### config.mk
export PLATFORM = sky130hd
export DESIGN_NAME = x12_segment_tokenizer
export DESIGN_NICKNAME = d
export VERILOG_FILES = /design/src/sv/x12st_pkg.sv /design/src/sv/x12st_line.sv /design/src/sv/x12st_tok.sv /design/src/sv/x12_segment_tokenizer.sv
export SDC_FILE = /design/constraint.sdc
export NUM_CORES = 1
export LEC_CHECK = 0
export ABC_AREA = 1
export ABC_CLOCK_PERIOD_IN_PS = 58300
export BUFFER_PORTS_ARGS = -buffer_cell sky130_fd_sc_hd__buf_2
export CAP_MARGIN = 5
export CORE_MARGIN = 2
export CORE_UTILIZATION = 25
export CTS_CLUSTER_DIAMETER = 30
export CTS_CLUSTER_SIZE = 12
export DETAILED_ROUTE_END_ITERATION = 16
export GPL_TIMING_DRIVEN = 0
export REMOVE_ABC_BUFFERS = 1
export SLEW_MARGIN = 20
export SYNTH_ARGS = -nofsm -noshare
export SYNTH_HDL_FRONTEND = slang
export SYNTH_SLANG_ARGS = --single-unit
### constraint.sdc
create_clock -name clk_i -period 58.3 [get_ports clk_i]
set_input_delay 0 -clock clk_i [delete_from_list [all_inputs] [get_ports clk_i]]
set_output_delay 0 -clock clk_i [all_outputs]
set_load 0.005 [all_outputs]
### src/sv/x12st_pkg.sv
`default_nettype none

package x12st_pkg;

  localparam int HEADER_BYTES    = 106;
  localparam int MAX_ELEMENTS    = 32;
  localparam int ELM_DELIM_INDEX = 103;
  localparam int SEG_DELIM_INDEX = 105;
  localparam int TYPE_BYTES      = 4;

  localparam int CNT_W   = $clog2(HEADER_BYTES + 1);
  localparam int ELCNT_W = $clog2(MAX_ELEMENTS + 1);
  localparam int TYPE_W  = 8 * TYPE_BYTES;
  localparam int ELEM_W  = 5;
  localparam int OFF_W   = 16;

  typedef enum logic [1:0] {
    KIND_ELEMENT = 2'd0,
    KIND_SEGMENT = 2'd1,
    KIND_EOF     = 2'd2,
    KIND_INVALID = 2'd3
  } event_kind_e;

  typedef struct packed {
    logic                valid;
    event_kind_e         kind;
    logic [TYPE_W-1:0]   seg_type;
    logic [ELEM_W-1:0]   elem_num;
    logic [OFF_W-1:0]    offset;
  } tok_event_t;

endpackage

`default_nettype wire

### src/sv/x12st_line.sv
`default_nettype none

module x12st_line import x12st_pkg::*; (
  input  wire logic       clk_i,
  input  wire logic       shift_i,
  input  wire logic [7:0] fill_i,
  output logic      [7:0] oldest_o,
  output logic      [7:0] elm_tap_o
);

  localparam int ElmTap = ELM_DELIM_INDEX + 1;

  logic [7:0] line_q [HEADER_BYTES];

  // New bytes enter at the top and move one place toward index zero per shift.
  always_ff @(posedge clk_i) begin
    if (shift_i) begin
      for (int i = 0; i < HEADER_BYTES - 1; i++) begin
        line_q[i] <= line_q[i+1];
      end
      line_q[HEADER_BYTES-1] <= fill_i;
    end
  end

  assign oldest_o  = line_q[0];
  assign elm_tap_o = line_q[ElmTap];

endmodule

`default_nettype wire

### src/sv/x12st_tok.sv
`default_nettype none

module x12st_tok import x12st_pkg::*; (
  input  wire logic       clk_i,
  input  wire logic       rst_ni,
  input  wire logic       step_i,
  input  wire logic       command_i,
  input  wire logic [7:0] data_byte_i,
  input  wire logic [7:0] oldest_i,
  input  wire logic [7:0] elm_tap_i,
  output logic            shift_o,
  output logic      [7:0] fill_o,
  output tok_event_t      event_o
);

  typedef enum logic [1:0] {
    PH_FILL    = 2'd0,
    PH_STREAM  = 2'd1,
    PH_EOF     = 2'd2,
    PH_INVALID = 2'd3
  } phase_e;

  phase_e             phase_q, phase_d;
  logic [CNT_W-1:0]   bytes_seen_q, bytes_seen_d;
  logic [CNT_W-1:0]   drain_count_q, drain_count_d;
  logic [7:0]         elm_delim_q, elm_delim_d;
  logic [7:0]         seg_delim_q, seg_delim_d;
  logic [OFF_W-1:0]   pos_q, pos_d;
  logic [TYPE_W-1:0]  acc_q, acc_d;
  logic [ELCNT_W-1:0] count_q, count_d;

  logic [OFF_W-1:0]   pos_inc;
  logic [ELCNT_W-1:0] count_inc;
  logic [TYPE_W-1:0]  acc_merged;
  tok_event_t         tok_ev;
  logic [OFF_W-1:0]   tok_pos;
  logic [TYPE_W-1:0]  tok_acc;
  logic [ELCNT_W-1:0] tok_count;

  assign pos_inc   = (pos_q == {OFF_W{1'b1}}) ? pos_q : pos_q + OFF_W'(1);
  assign count_inc = count_q + ELCNT_W'(1);

  always_comb begin
    acc_merged = acc_q;
    for (int i = 0; i < TYPE_BYTES; i++) begin
      if (pos_q == OFF_W'(i)) begin
        acc_merged[8*i +: 8] = acc_q[8*i +: 8] | oldest_i;
      end
    end
  end

  // Tokenizer result for the byte leaving the delay line.
  always_comb begin
    tok_ev          = '0;
    tok_ev.valid    = 1'b0;
    tok_ev.kind     = KIND_ELEMENT;
    tok_pos         = pos_inc;
    tok_acc         = acc_q;
    tok_count       = count_q;
    if (oldest_i == elm_delim_q) begin
      tok_ev.valid    = 1'b1;
      tok_ev.kind     = KIND_ELEMENT;
      tok_ev.seg_type = acc_q;
      tok_ev.elem_num = ELEM_W'(count_q);
      tok_ev.offset   = pos_q;
      if (count_inc >= ELCNT_W'(MAX_ELEMENTS)) begin
        tok_pos   = '0;
        tok_acc   = '0;
        tok_count = '0;
      end else begin
        tok_count = count_inc;
      end
    end else if (oldest_i == seg_delim_q) begin
      tok_ev.valid    = 1'b1;
      tok_ev.kind     = KIND_SEGMENT;
      tok_ev.seg_type = acc_q;
      tok_ev.elem_num = ELEM_W'(count_q);
      tok_ev.offset   = pos_q;
      tok_pos         = '0;
      tok_acc         = '0;
      tok_count       = '0;
    end else if (pos_q < OFF_W'(TYPE_BYTES) && count_q == '0) begin
      tok_acc = acc_merged;
    end
  end

  always_comb begin
    phase_d       = phase_q;
    bytes_seen_d  = bytes_seen_q;
    drain_count_d = drain_count_q;
    elm_delim_d   = elm_delim_q;
    seg_delim_d   = seg_delim_q;
    pos_d         = pos_q;
    acc_d         = acc_q;
    count_d       = count_q;
    shift_o       = 1'b0;
    fill_o        = command_i ? 8'h00 : data_byte_i;
    event_o       = '0;
    event_o.kind  = KIND_ELEMENT;
    if (step_i) begin
      if (!command_i) begin
        case (phase_q)
          PH_FILL: begin
            shift_o      = 1'b1;
            bytes_seen_d = bytes_seen_q + CNT_W'(1);
            if (bytes_seen_q == CNT_W'(HEADER_BYTES - 1)) begin
              elm_delim_d = elm_tap_i;
              seg_delim_d = data_byte_i;
              phase_d     = PH_STREAM;
            end
          end
          PH_STREAM: begin
            if (drain_count_q == '0) begin
              shift_o = 1'b1;
              event_o = tok_ev;
              pos_d   = tok_pos;
              acc_d   = tok_acc;
              count_d = tok_count;
            end
          end
          default: begin
          end
        endcase
      end else begin
        case (phase_q)
          PH_FILL: begin
            phase_d       = PH_INVALID;
            event_o.valid = 1'b1;
            event_o.kind  = KIND_INVALID;
          end
          PH_STREAM: begin
            if (drain_count_q < CNT_W'(HEADER_BYTES)) begin
              drain_count_d = drain_count_q + CNT_W'(1);
              shift_o       = 1'b1;
              event_o       = tok_ev;
              pos_d         = tok_pos;
              acc_d         = tok_acc;
              count_d       = tok_count;
            end else if (pos_q != '0) begin
              event_o.valid    = 1'b1;
              event_o.kind     = KIND_SEGMENT;
              event_o.seg_type = acc_q;
              event_o.elem_num = ELEM_W'(count_q);
              event_o.offset   = pos_q;
              pos_d            = '0;
              acc_d            = '0;
              count_d          = '0;
            end else begin
              phase_d       = PH_EOF;
              event_o.valid = 1'b1;
              event_o.kind  = KIND_EOF;
            end
          end
          PH_EOF: begin
            event_o.valid = 1'b1;
            event_o.kind  = KIND_EOF;
          end
          default: begin
            event_o.valid = 1'b1;
            event_o.kind  = KIND_INVALID;
          end
        endcase
      end
    end
  end

  always_ff @(posedge clk_i or negedge rst_ni) begin
    if (!rst_ni) begin
      phase_q       <= PH_FILL;
      bytes_seen_q  <= '0;
      drain_count_q <= '0;
      elm_delim_q   <= '0;
      seg_delim_q   <= '0;
      pos_q         <= '0;
      acc_q         <= '0;
      count_q       <= '0;
    end else begin
      phase_q       <= phase_d;
      bytes_seen_q  <= bytes_seen_d;
      drain_count_q <= drain_count_d;
      elm_delim_q   <= elm_delim_d;
      seg_delim_q   <= seg_delim_d;
      pos_q         <= pos_d;
      acc_q         <= acc_d;
      count_q       <= count_d;
    end
  end

endmodule

`default_nettype wire

### src/sv/x12_segment_tokenizer.sv
// Streaming tokenizer for X12 EDI files, one file byte per transaction.
// Slave channel: tuser is the command (0 file byte, 1 drain step), tdata the byte.
// Master channel: tuser is the event kind (element delimiter, segment end,
// end of file, invalid file); tdata carries segment type, element number and
// the delimiter offset within the segment.
// The first 106 bytes fill the header delay line and give no events; the
// delimiters come from bytes 103 and 105 of the header. After that each byte
// pushes the oldest one out, and that byte is tokenized. Send one drain step
// per byte still in the line, then further drain steps to close the last
// segment and to get end of file.
// Throughput is one transaction per cycle while the receiver takes results: each
// byte needs one compare pair and a counter update. An event appears on the master
// side in the cycle after the transaction that causes it, from a single result register.
// When the receiver stalls with a result waiting, s_axis_tready drops until
// that result is taken. Reset clears the tokenizer counters, the delimiters and
// the result valid flag; the header bytes refill the delay line before it is read.
`default_nettype none

module x12_segment_tokenizer import x12st_pkg::*; (
  input  wire logic        clk_i,
  input  wire logic        rst_ni,
  input  wire logic        s_axis_tvalid,
  output logic             s_axis_tready,
  input  wire logic  [7:0] s_axis_tdata,  // [7:0] data_byte
  input  wire logic        s_axis_tuser,  // [0] command
  output logic             m_axis_tvalid,
  input  wire logic        m_axis_tready,
  output logic      [55:0] m_axis_tdata,  // [31:0] segment_type, [36:32] element_number,
                                          // [52:37] byte_offset, [55:53] zero
  output logic       [1:0] m_axis_tuser   // [1:0] event_kind
);

  logic       accept;
  logic       shift;
  logic [7:0] fill;
  logic [7:0] oldest;
  logic [7:0] elm_tap;
  tok_event_t tok_ev;

  logic              out_valid_q, out_valid_d;
  event_kind_e       out_kind_q;
  logic [TYPE_W-1:0] out_type_q;
  logic [ELEM_W-1:0] out_elem_q;
  logic [OFF_W-1:0]  out_off_q;

  assign s_axis_tready = !out_valid_q || m_axis_tready;
  assign accept        = s_axis_tvalid && s_axis_tready;

  x12st_line u_line (
    .clk_i     (clk_i),
    .shift_i   (shift),
    .fill_i    (fill),
    .oldest_o  (oldest),
    .elm_tap_o (elm_tap)
  );

  x12st_tok u_tok (
    .clk_i       (clk_i),
    .rst_ni      (rst_ni),
    .step_i      (accept),
    .command_i   (s_axis_tuser),
    .data_byte_i (s_axis_tdata),
    .oldest_i    (oldest),
    .elm_tap_i   (elm_tap),
    .shift_o     (shift),
    .fill_o      (fill),
    .event_o     (tok_ev)
  );

  always_comb begin
    out_valid_d = out_valid_q;
    if (accept) begin
      out_valid_d = tok_ev.valid;
    end else if (m_axis_tready) begin
      out_valid_d = 1'b0;
    end
  end

  always_ff @(posedge clk_i or negedge rst_ni) begin
    if (!rst_ni) begin
      out_valid_q <= 1'b0;
    end else begin
      out_valid_q <= out_valid_d;
    end
  end

  always_ff @(posedge clk_i) begin
    if (accept && tok_ev.valid) begin
      out_kind_q <= tok_ev.kind;
      out_type_q <= tok_ev.seg_type;
      out_elem_q <= tok_ev.elem_num;
      out_off_q  <= tok_ev.offset;
    end
  end

  assign m_axis_tvalid = out_valid_q;
  assign m_axis_tuser  = out_kind_q;
  assign m_axis_tdata  = {3'b000, out_off_q, out_elem_q, out_type_q};

  a_ready_only_when_full: assert property (@(posedge clk_i) disable iff (!rst_ni)
    !s_axis_tready |-> m_axis_tvalid)
    else $error("input stalled without a waiting result");

  a_no_result_without_input: assert property (@(posedge clk_i) disable iff (!rst_ni)
    !accept && !m_axis_tvalid |=> !m_axis_tvalid)
    else $error("result appeared without an input transaction");

  a_file_events_zero: assert property (@(posedge clk_i) disable iff (!rst_ni)
    m_axis_tvalid && (m_axis_tuser == KIND_EOF || m_axis_tuser == KIND_INVALID)
      |-> m_axis_tdata == '0)
    else $error("end of file or invalid file event with nonzero payload");

endmodule

`default_nettype wire
Word level (Yosys, flattened, before mapping). Memory sizes are Yosys's and may differ from the RTL's. Index checks and enable logic that the tools add are counted. W data, S select, Z words.

Flip-flop bits (word level): 142. Memory bits (writable): 848. Input bits: 13. Output and inout bits: 60. Logic and storage cells: 119. Memories: 1.

Memories: u_line.line_q (depth 106, width 8, read ports 106, clocked after Yosys merged registers in 0, write ports 106, RTL line x12st_line.sv:13) `logic [7:0] line_q [HEADER_BYTES];`.

$add $sub $neg: 4. Order comparisons: 3. Eq/ne operators: 12. Mux-type cells: 61. Bitwise operators: 5. Reduce and logical (&&, ||, !) cells: 20.

Operator list (number): $mux W56 (7); $mux W32 (10); $mux W16 (10); $mux W53 (2); $mux W6 (9); $mux W8 (5); $eq A16 B2 Y1 const B (2); $or A8 B8 Y8 (4); $add A16 B1 Y16 const B (1); $eq A16 B1 Y1 const B (1); $eq A16 B16 Y1 const B (1); $eq A8 B8 Y1 (2); $logic_not A16 Y1 (1); $lt A16 B3 Y1 const B (1); $reduce_bool A16 Y1 (1); $add A7 B1 Y7 const B (2); $mux W2 (6); $reduce_and A4 Y1 (3); $reduce_bool A2 Y1 (5); $mux W1 (9); $eq A7 B7 Y1 const B (1); $logic_not A7 Y1 (1); $lt A7 B7 Y1 const B (1); $add A6 B1 Y6 const B (1); 16 further kinds (19).

Logic depth before layout (Yosys ltp). Gate-level depths: netlist (run 1). An unclocked memory read counts as a cell.

Depth after elaboration: 9. Mapped depth: 13. Depth with buffers taken out: 13.

By module. Synthesis (run 1) repeated with hierarchy kept, for this count alone.

Cells, all modules: 1691. Area total of the unflattened synthesis: 32874.0 um2.

Modules (own cells, without submodules): x12st_line (instances 1, cells each 864, area an instance 25584.5 um2, sequential area each 25464.4 um2); x12st_tok (instances 1, cells each 759, area an instance 5547.8 um2, sequential area each 2152.1 um2); x12_segment_tokenizer (instances 1, cells each 68, area an instance 1741.7 um2, sequential area each 1676.6 um2).

Least setup slack after synthesis (run 1). Ideal clock, no wire load.

Path type: reg2reg. Start: reg u_tok.phase_q[0]. End: mem u_line.line_q[0][0], enable pin. Setup time: 5.934 ns. Arrival: 14.623 ns. Required time: 52.366 ns. Setup slack: 37.742 ns. Cell stages (with the launch flop): 6. Path buffers: 0. Period minus slack after synthesis: 20.558 ns. Cells stage by stage: dfrtp_1 -> ha_1 -> nand2_2 -> nor2_4 -> nand2_1 -> nand2_1.

RTL lines: from (decl) (RTL line x12st_tok.sv:23) `phase_e phase_q, phase_d;`; from (signal assigned) (RTL line x12st_tok.sv:178) `phase_q <= phase_d;`; to (decl) (RTL line x12st_line.sv:13).

==> metrics.csv, run 1 <==
metric,value,unit
TritonCTS Buffers,118,
Post-synth EDFFs,903,
"Slowest-stage cell, CP",nor4_1,
gr usage total,7.17,%
Synth top area share,83.4,%
via count,13688,
Multi-input gate area,2590,sq um
site row count,132,
Die H,365,microns
initial core utilization,25.1,%
fin area,39500,sq um
via/cell ratio,3.70,
setup ws final,54.49,ns
P_int,1.22,mW
Psw,0.287,mW
register area share after synthesis,90.1,%
type of the most critical hold path,input pin to register,
hold_ws,0.235,ns
Clock Latency Late Sink,0.68,ns
pre-CTS worst setup slack,54.47,ns
initial antenna violation count,1,
Worst EP arrival,4.14,ns
cell with the most instances after synthesis,edfxtp_1,
clock group share of total power,48.7,%
Setup TNS,0,ns
leakage power,13.5,nW
CP required,58.63,ns
Final min period,3.81,ns
combinational power share,0.4,%
DRT Pass-1 Iters,4,
Cells after Synth,1656,
io pins,73,
status,completed,
H-tree depth,3,
maximum number of pins on one net before global-route repair,67,
Yosys cell types,30,
synthesized flop and latch total,990,
CP Capture Type,register,
Synth area leaders,"edfxtp_1 83%, dfrtp_1 6.7%, nand2_1 2.2%, inv_1 1.4%, nor2_1 1.2%",
Placer Congestion,0.796,
DR iter-0 viols,1310,
DP Area,35400,sq um
Flop pwr share,50.9,%
most frequent cells after synthesis,"903 x edfxtp_1, 188 x nand2_1, 120 x inv_1",
highest clock rate,263,MHz
"area leader, netlist",edfxtp_1,
ant diodes,0,
clock skew,0.0289,ns
register area,29300,sq um
final setup vio count,0,
Max Slew Vio Count,0,
final WL,48700,microns
CTS tree,yes,
maximum vdd ir drop,0.0000287,V
Die Area,133000,sq um
crit-path cells,"inv_1, ha_1, nand3_1, nor4_1, nor2_1, nand2_4, buf_16, buf_16, buf_16, buf_16, buf_16",
worst-margin pin slew,0.885,ns
Yosys Warn Count,0,
"Hold Violations, Final",0,
Worst slew margin,41.0,%
unrepaired setup endpoints after global routing,false,
"Period Utilization, post-route",6.53,%
vias in the first global route,13220,
drt wl/cell,13.2,microns
GR Overflow Total,0,
total buffers and inverters traversed by the critical path,6,
number of clock sinks,990,
DP HPWL,27500,microns
Antenna Violating Nets Remaining,0,
sw frac,19.1,%
Mapped Area,32500,sq um
final design utilization,30.6,%
filler cell count in the final layout,12379,
startpoint types,register,
Crit Path Class,register to register,
DRC violations left,0,
Top delay family on crit path,buffers and inverters,
CP max FO,58,
Max Cap Viol,0,
clk slew on worst S/H paths,0.06,ns
CTS Buffer Depth,3,
Syn Area/Cell,19.6,sq um
CP peak stage delay,0.56,ns
"Async S/R FF share, synth",8.79,%
Main synth FF type,edfxtp_1,
postcts setup bufs,0,
Nets,1889,
die width,365,microns
Port Buffers,69,
Clock Root Buffer,clkbuf_16,
CORE AREA,129000,sq um
area grow syn2layout,21.6,%
most frequent CP cell,buf_16,
PwrDens,38.1,nW/um^2
share of layout cells above drive strength 1,18.3,%
first-pass GRT wire length,75000,microns
tightest hold or removal path, cell delays in order:
cell	delay [ns]
dlygate4sd3_1	0.53
buf_2	0.20
nand2_1	0.07
o21ai_0	0.06
area by class of cell:
type	count	share of cell area, %
clock buffer	139	7.77
clock inverter	75	2.32
inverter	130	1.23
multi-input combinational	519	6.55
sequential	990	74.1
tap	1742	5.51
timing repair buffer	104	2.51
worst paths after layout:
check,slack (ns),startpoint,cells past startpoint,to
max,54.49,u_tok.phase_q[1]$_DFFE_PN0P_,11,u_line.line_q[1][49]$_DFFE_PP_
min,0.24,s_axis_tdata[2],4,u_tok.seg_delim_q[2]$_DFFE_PN0P_
max reg2reg,54.49,u_tok.phase_q[1]$_DFFE_PN0P_,11,u_line.line_q[1][49]$_DFFE_PP_
min reg2reg,0.40,u_line.line_q[0][260]$_DFFE_PP_,0,u_line.line_q[0][252]$_DFFE_PP_
max in group asynchronous,57.40,rst_ni,4,u_tok.drain_count_q[4]$_DFFE_PN0P_
min in group asynchronous,0.43,rst_ni,4,u_tok.pos_q[10]$_DFFE_PN0P_
power groups by stage:
| stage | clock network [mW] | logic (mW) | registers [mW] |
|---|---|---|---|
| after floorplan | 0 | 0.00126 | 0.780 |
| after global placement | 0 | 0.00547 | 0.781 |
| after detailed placement | 0 | 0.00614 | 0.780 |
| after CTS | 0.752 | 0.00703 | 0.766 |
| after global routing | 0.784 | 0.00758 | 0.765 |
| final | 0.732 | 0.00670 | 0.766 |
cells by family (layout without fill, tap and decap cells):
group,Yosys count,after routing,share of synthesized area (%)
AOI/OAI and AO/OA,68,68,1.07
xor gates and xnor gates,18,18,0.485
adders and majority gates,13,13,0.500
buffers and inverters,149,448,2.01
DFF,990,990,90.1
other,1,3,0.0115
and+or+nand+nor,417,417,5.79
metal layers:
metal	vias to the layer above	wire, microns	global-route usage, %
li1	6468	-	-
met1	6865	25500	11.2
met2	273	19900	9.48
met3	80	2520	2.08
met4	2	773	2.02
met5	-	13	0
cell usage in the layout (no fill, tap or decap), types with 3 or more instances in the layout:
| cell | instances |
|---|---|
| o21ai_1 | 3 |
| nor3_1 | 9 |
| clkbuf_16 | 119 |
| inv_8 | 4 |
| buf_12 | 5 |
| clkinv_1 | 10 |
| o21ai_0 | 41 |
| dfrtp_1 | 87 |
| dlygate4sd3_1 | 14 |
| nand2_4 | 3 |
| clkinvlp_4 | 8 |
| buf_16 | 14 |
| a21oi_1 | 19 |
| inv_6 | 11 |
| nand2_1 | 187 |
| clkbuf_1 | 18 |
| xor2_1 | 10 |
| inv_1 | 120 |
| nand2_2 | 8 |
| nand4_1 | 17 |
| nand3_2 | 3 |
| nand3_1 | 30 |
| clkinv_2 | 20 |
| ha_1 | 13 |
| nor2_1 | 100 |
| buf_2 | 69 |
| nor2_2 | 52 |
| xnor2_1 | 8 |
| o22ai_1 | 3 |
| nor2_4 | 4 |
| clkinv_8 | 3 |
| inv_2 | 10 |
| edfxtp_1 | 903 |
| bufinv_16 | 16 |
| conb_1 | 3 |
state kept, by name (all words and copies together), names as in the netlist:
register and count:
u_tok.count_q 6, u_tok.drain_count_q 7, m_axis_tvalid 1, u_tok.phase_q 2
u_tok.acc_q 32, u_line.line_q 848, out_elem_q 5, u_tok.seg_delim_q 8
out_type_q 32, u_tok.bytes_seen_q 7, out_off_q 16, u_tok.elm_delim_q 8
m_axis_tuser 2, u_tok.pos_q 16
what timing repair did:
| item | CTS | global route |
|---|---|---|
| hold endpoints to repair | 118 | 0 |
| hold buffers | 15 | 0 |
| gates resized for setup | 0 | 0 |
per-stage QoR:
stage | total power [mW] | cells
after global placement | 0.786 | 3450
after global routing | 1.56 | 3699
after floorplan | 0.782 | 1639
after CTS | 1.52 | 3699
after detailed placement | 0.786 | 3470
final | 1.50 | 3699
(Power assumes the default switching activity.)
==> run 2, diff against run 1 <==
--- a/config.mk
+++ b/config.mk
@@ -6,7 +6,7 @@
 export NUM_CORES = 1
 export LEC_CHECK = 0
 export ABC_AREA = 1
-export ABC_CLOCK_PERIOD_IN_PS = 58300
+export ABC_CLOCK_PERIOD_IN_PS = 3920
 export BUFFER_PORTS_ARGS = -buffer_cell sky130_fd_sc_hd__buf_2
 export CAP_MARGIN = 5
 export CORE_MARGIN = 2
==> constraint.sdc (replaced) <==
create_clock -name clk_i -period 3.92 [get_ports clk_i]
set_input_delay 0 -clock clk_i [delete_from_list [all_inputs] [get_ports clk_i]]
set_output_delay 0 -clock clk_i [all_outputs]
set_load 0.005 [all_outputs]
==> metrics.csv, run 2 (synthesis gave the netlist of run 1 again) <==
metric,value,unit
Crit Path Class,register to register,
combinational power share,0.4,%
CTS tree,yes,
io pins,73,
area grow syn2layout,21.7,%
die width,365,microns
first-pass GRT wire length,75000,microns
via/cell ratio,3.70,
type of the most critical hold path,input pin to register,
register area,29300,sq um
maximum vdd ir drop,0.000427,V
Antenna Violating Nets Remaining,0,
PwrDens,566,nW/um^2
Die H,365,microns
DRT Pass-1 Iters,5,
R2R Setup Slk,0.38,ns
final setup vio count,0,
highest clock rate,283,MHz
Clock Root Buffer,clkbuf_16,
P_int,18.1,mW
site row count,132,
"most common cell after layout, fill and taps aside",edfxtp_1,
"Period Utilization, post-route",90.2,%
GR Overflow Total,0,
Nets,1889,
largest registers,"u_line.line_q (848), out_type_q (32), u_tok.acc_q (32)",
Worst slew margin,40.4,%
Max Slew Vio Count,0,
startpoint types,register,
share of layout cells above drive strength 1,18.4,%
clock skew,0.0292,ns
maximum number of pins on one net before global-route repair,67,
H-tree depth,3,
Worst EP arrival,3.86,ns
leakage power,13.5,nW
clk slew on worst S/H paths,0.06,ns
Setup TNS,0,ns
"Hold Violations, Final",0,
Port Buffers,69,
pre-CTS worst setup slack,0.0888,ns
initial antenna violation count,1,
worst-margin pin slew,0.894,ns
DRC violations left,0,
Flop pwr share,50.9,%
drt wl/cell,13.1,microns
CORE AREA,129000,sq um
most frequent cells in the layout,"903 x edfxtp_1, 187 x nand2_1, 120 x inv_1",
unrepaired setup endpoints after global routing,false,
hold_ws,0.232,ns
max reg flops,848,
Psw,4.27,mW
CP max FO,58,
filler cell count in the final layout,12381,
status,completed,
Clock Latency Late Sink,0.68,ns
setup ws final,0.385,ns
ant diodes,0,
gr usage total,7.17,%
clock group share of total power,48.7,%
Multi-input gate area,2610,sq um
number of clock sinks,990,
DR iter-0 viols,1307,
Biggest register,u_line.line_q,
initial core utilization,25.1,%
CP required,4.25,ns
DP HPWL,27500,microns
CTS Buffer Depth,3,
Max Cap Viol,0,
Placer Congestion,0.796,
sw frac,19.1,%
TritonCTS Buffers,118,
Final min period,3.54,ns
postcts setup bufs,0,
via count,13690,
vias in the first global route,13220,
Die Area,133000,sq um
CP Capture Type,register,
final WL,48600,microns
run 2: cell count changes in the layout (fill, tap and decap cells not counted):
cell | previous run | this run
nor4_1 | 2 | 1
nor4_2 | 0 | 1
nand2_4 | 3 | 2
nand2_8 | 0 | 1
run 2: final timing paths:
| path | startpoint | cells after the start | to |
|---|---|---|---|
| worst max-delay path | u_tok.phase_q[1]$_DFFE_PN0P_ | 11 | u_line.line_q[1][9]$_DFFE_PP_ |
| worst min-delay path | s_axis_tdata[2] | 4 | u_tok.seg_delim_q[2]$_DFFE_PN0P_ |
| worst max register to register | u_tok.phase_q[1]$_DFFE_PN0P_ | 11 | u_line.line_q[1][9]$_DFFE_PP_ |
| worst min register to register | u_line.line_q[0][260]$_DFFE_PP_ | 0 | u_line.line_q[0][252]$_DFFE_PP_ |
| max in group asynchronous | rst_ni | 4 | u_tok.drain_count_q[4]$_DFFE_PN0P_ |
| min in group asynchronous | rst_ni | 4 | u_tok.pos_q[10]$_DFFE_PN0P_ |
run 2: area by class of cell:
type / count / share of cell area [%]
sequential: 990 / 74.1
clock buffer: 139 / 7.77
multi-input combinational: 519 / 6.59
tap: 1742 / 5.51
timing repair buffer: 104 / 2.51
clock inverter: 75 / 2.32
inverter: 130 / 1.23
run 2: critical path, cell delays in order (launching register included):
cell and delay (ns):
dfrtp_1 0.37, inv_1 0.09, ha_1 0.21, nand3_1 0.12
nor4_2 0.40, nor2_1 0.18, nand2_8 0.27, buf_16 0.28
buf_16 0.30, buf_16 0.30, buf_16 0.29, buf_16 0.29
run 2: metrics by stage:
| step | util [%] | power, mW | cell area (sq um) | cells |
|---|---|---|---|---|
| after floorplan | - | 11.6 | 32300 | 1639 |
| after global placement | 27.0 | 11.7 | 34900 | 3450 |
| after detailed placement | 27.4 | 11.7 | 35400 | 3470 |
| after CTS | 30.6 | 22.7 | 39500 | 3699 |
| after global routing | 30.6 | 23.2 | 39500 | 3699 |
| final | 30.6 | 22.4 | 39500 | 3699 |
run 2: timing repair:
action	in CTS	in global routing
resized for setup	0	2
setup endpoints to repair	0	57
hold endpoints to repair	118	0
hold buffers	15	0
run 2: power groups by stage:
stage / sequential, mW / clock, mW / combinational (mW)
floorplan: 11.6 / 0 / 0.0187
global placement: 11.6 / 0 / 0.0814
detailed placement: 11.6 / 0 / 0.0913
CTS: 11.4 / 11.2 / 0.105
global route: 11.4 / 11.7 / 0.113
finish: 11.4 / 10.9 / 0.100
run 2: per-layer routing:
layer  share of wire [%]  routed length (microns)  up-vias  track usage [%]
met1                  52                    25500     6890             11.2
li1                    -                        -     6465                -
met3                 5.0                     2410       78             2.08
met5               0.027                       13        -                0
met2                  41                    20000      255             9.48
met4                 1.6                      756        2             2.02
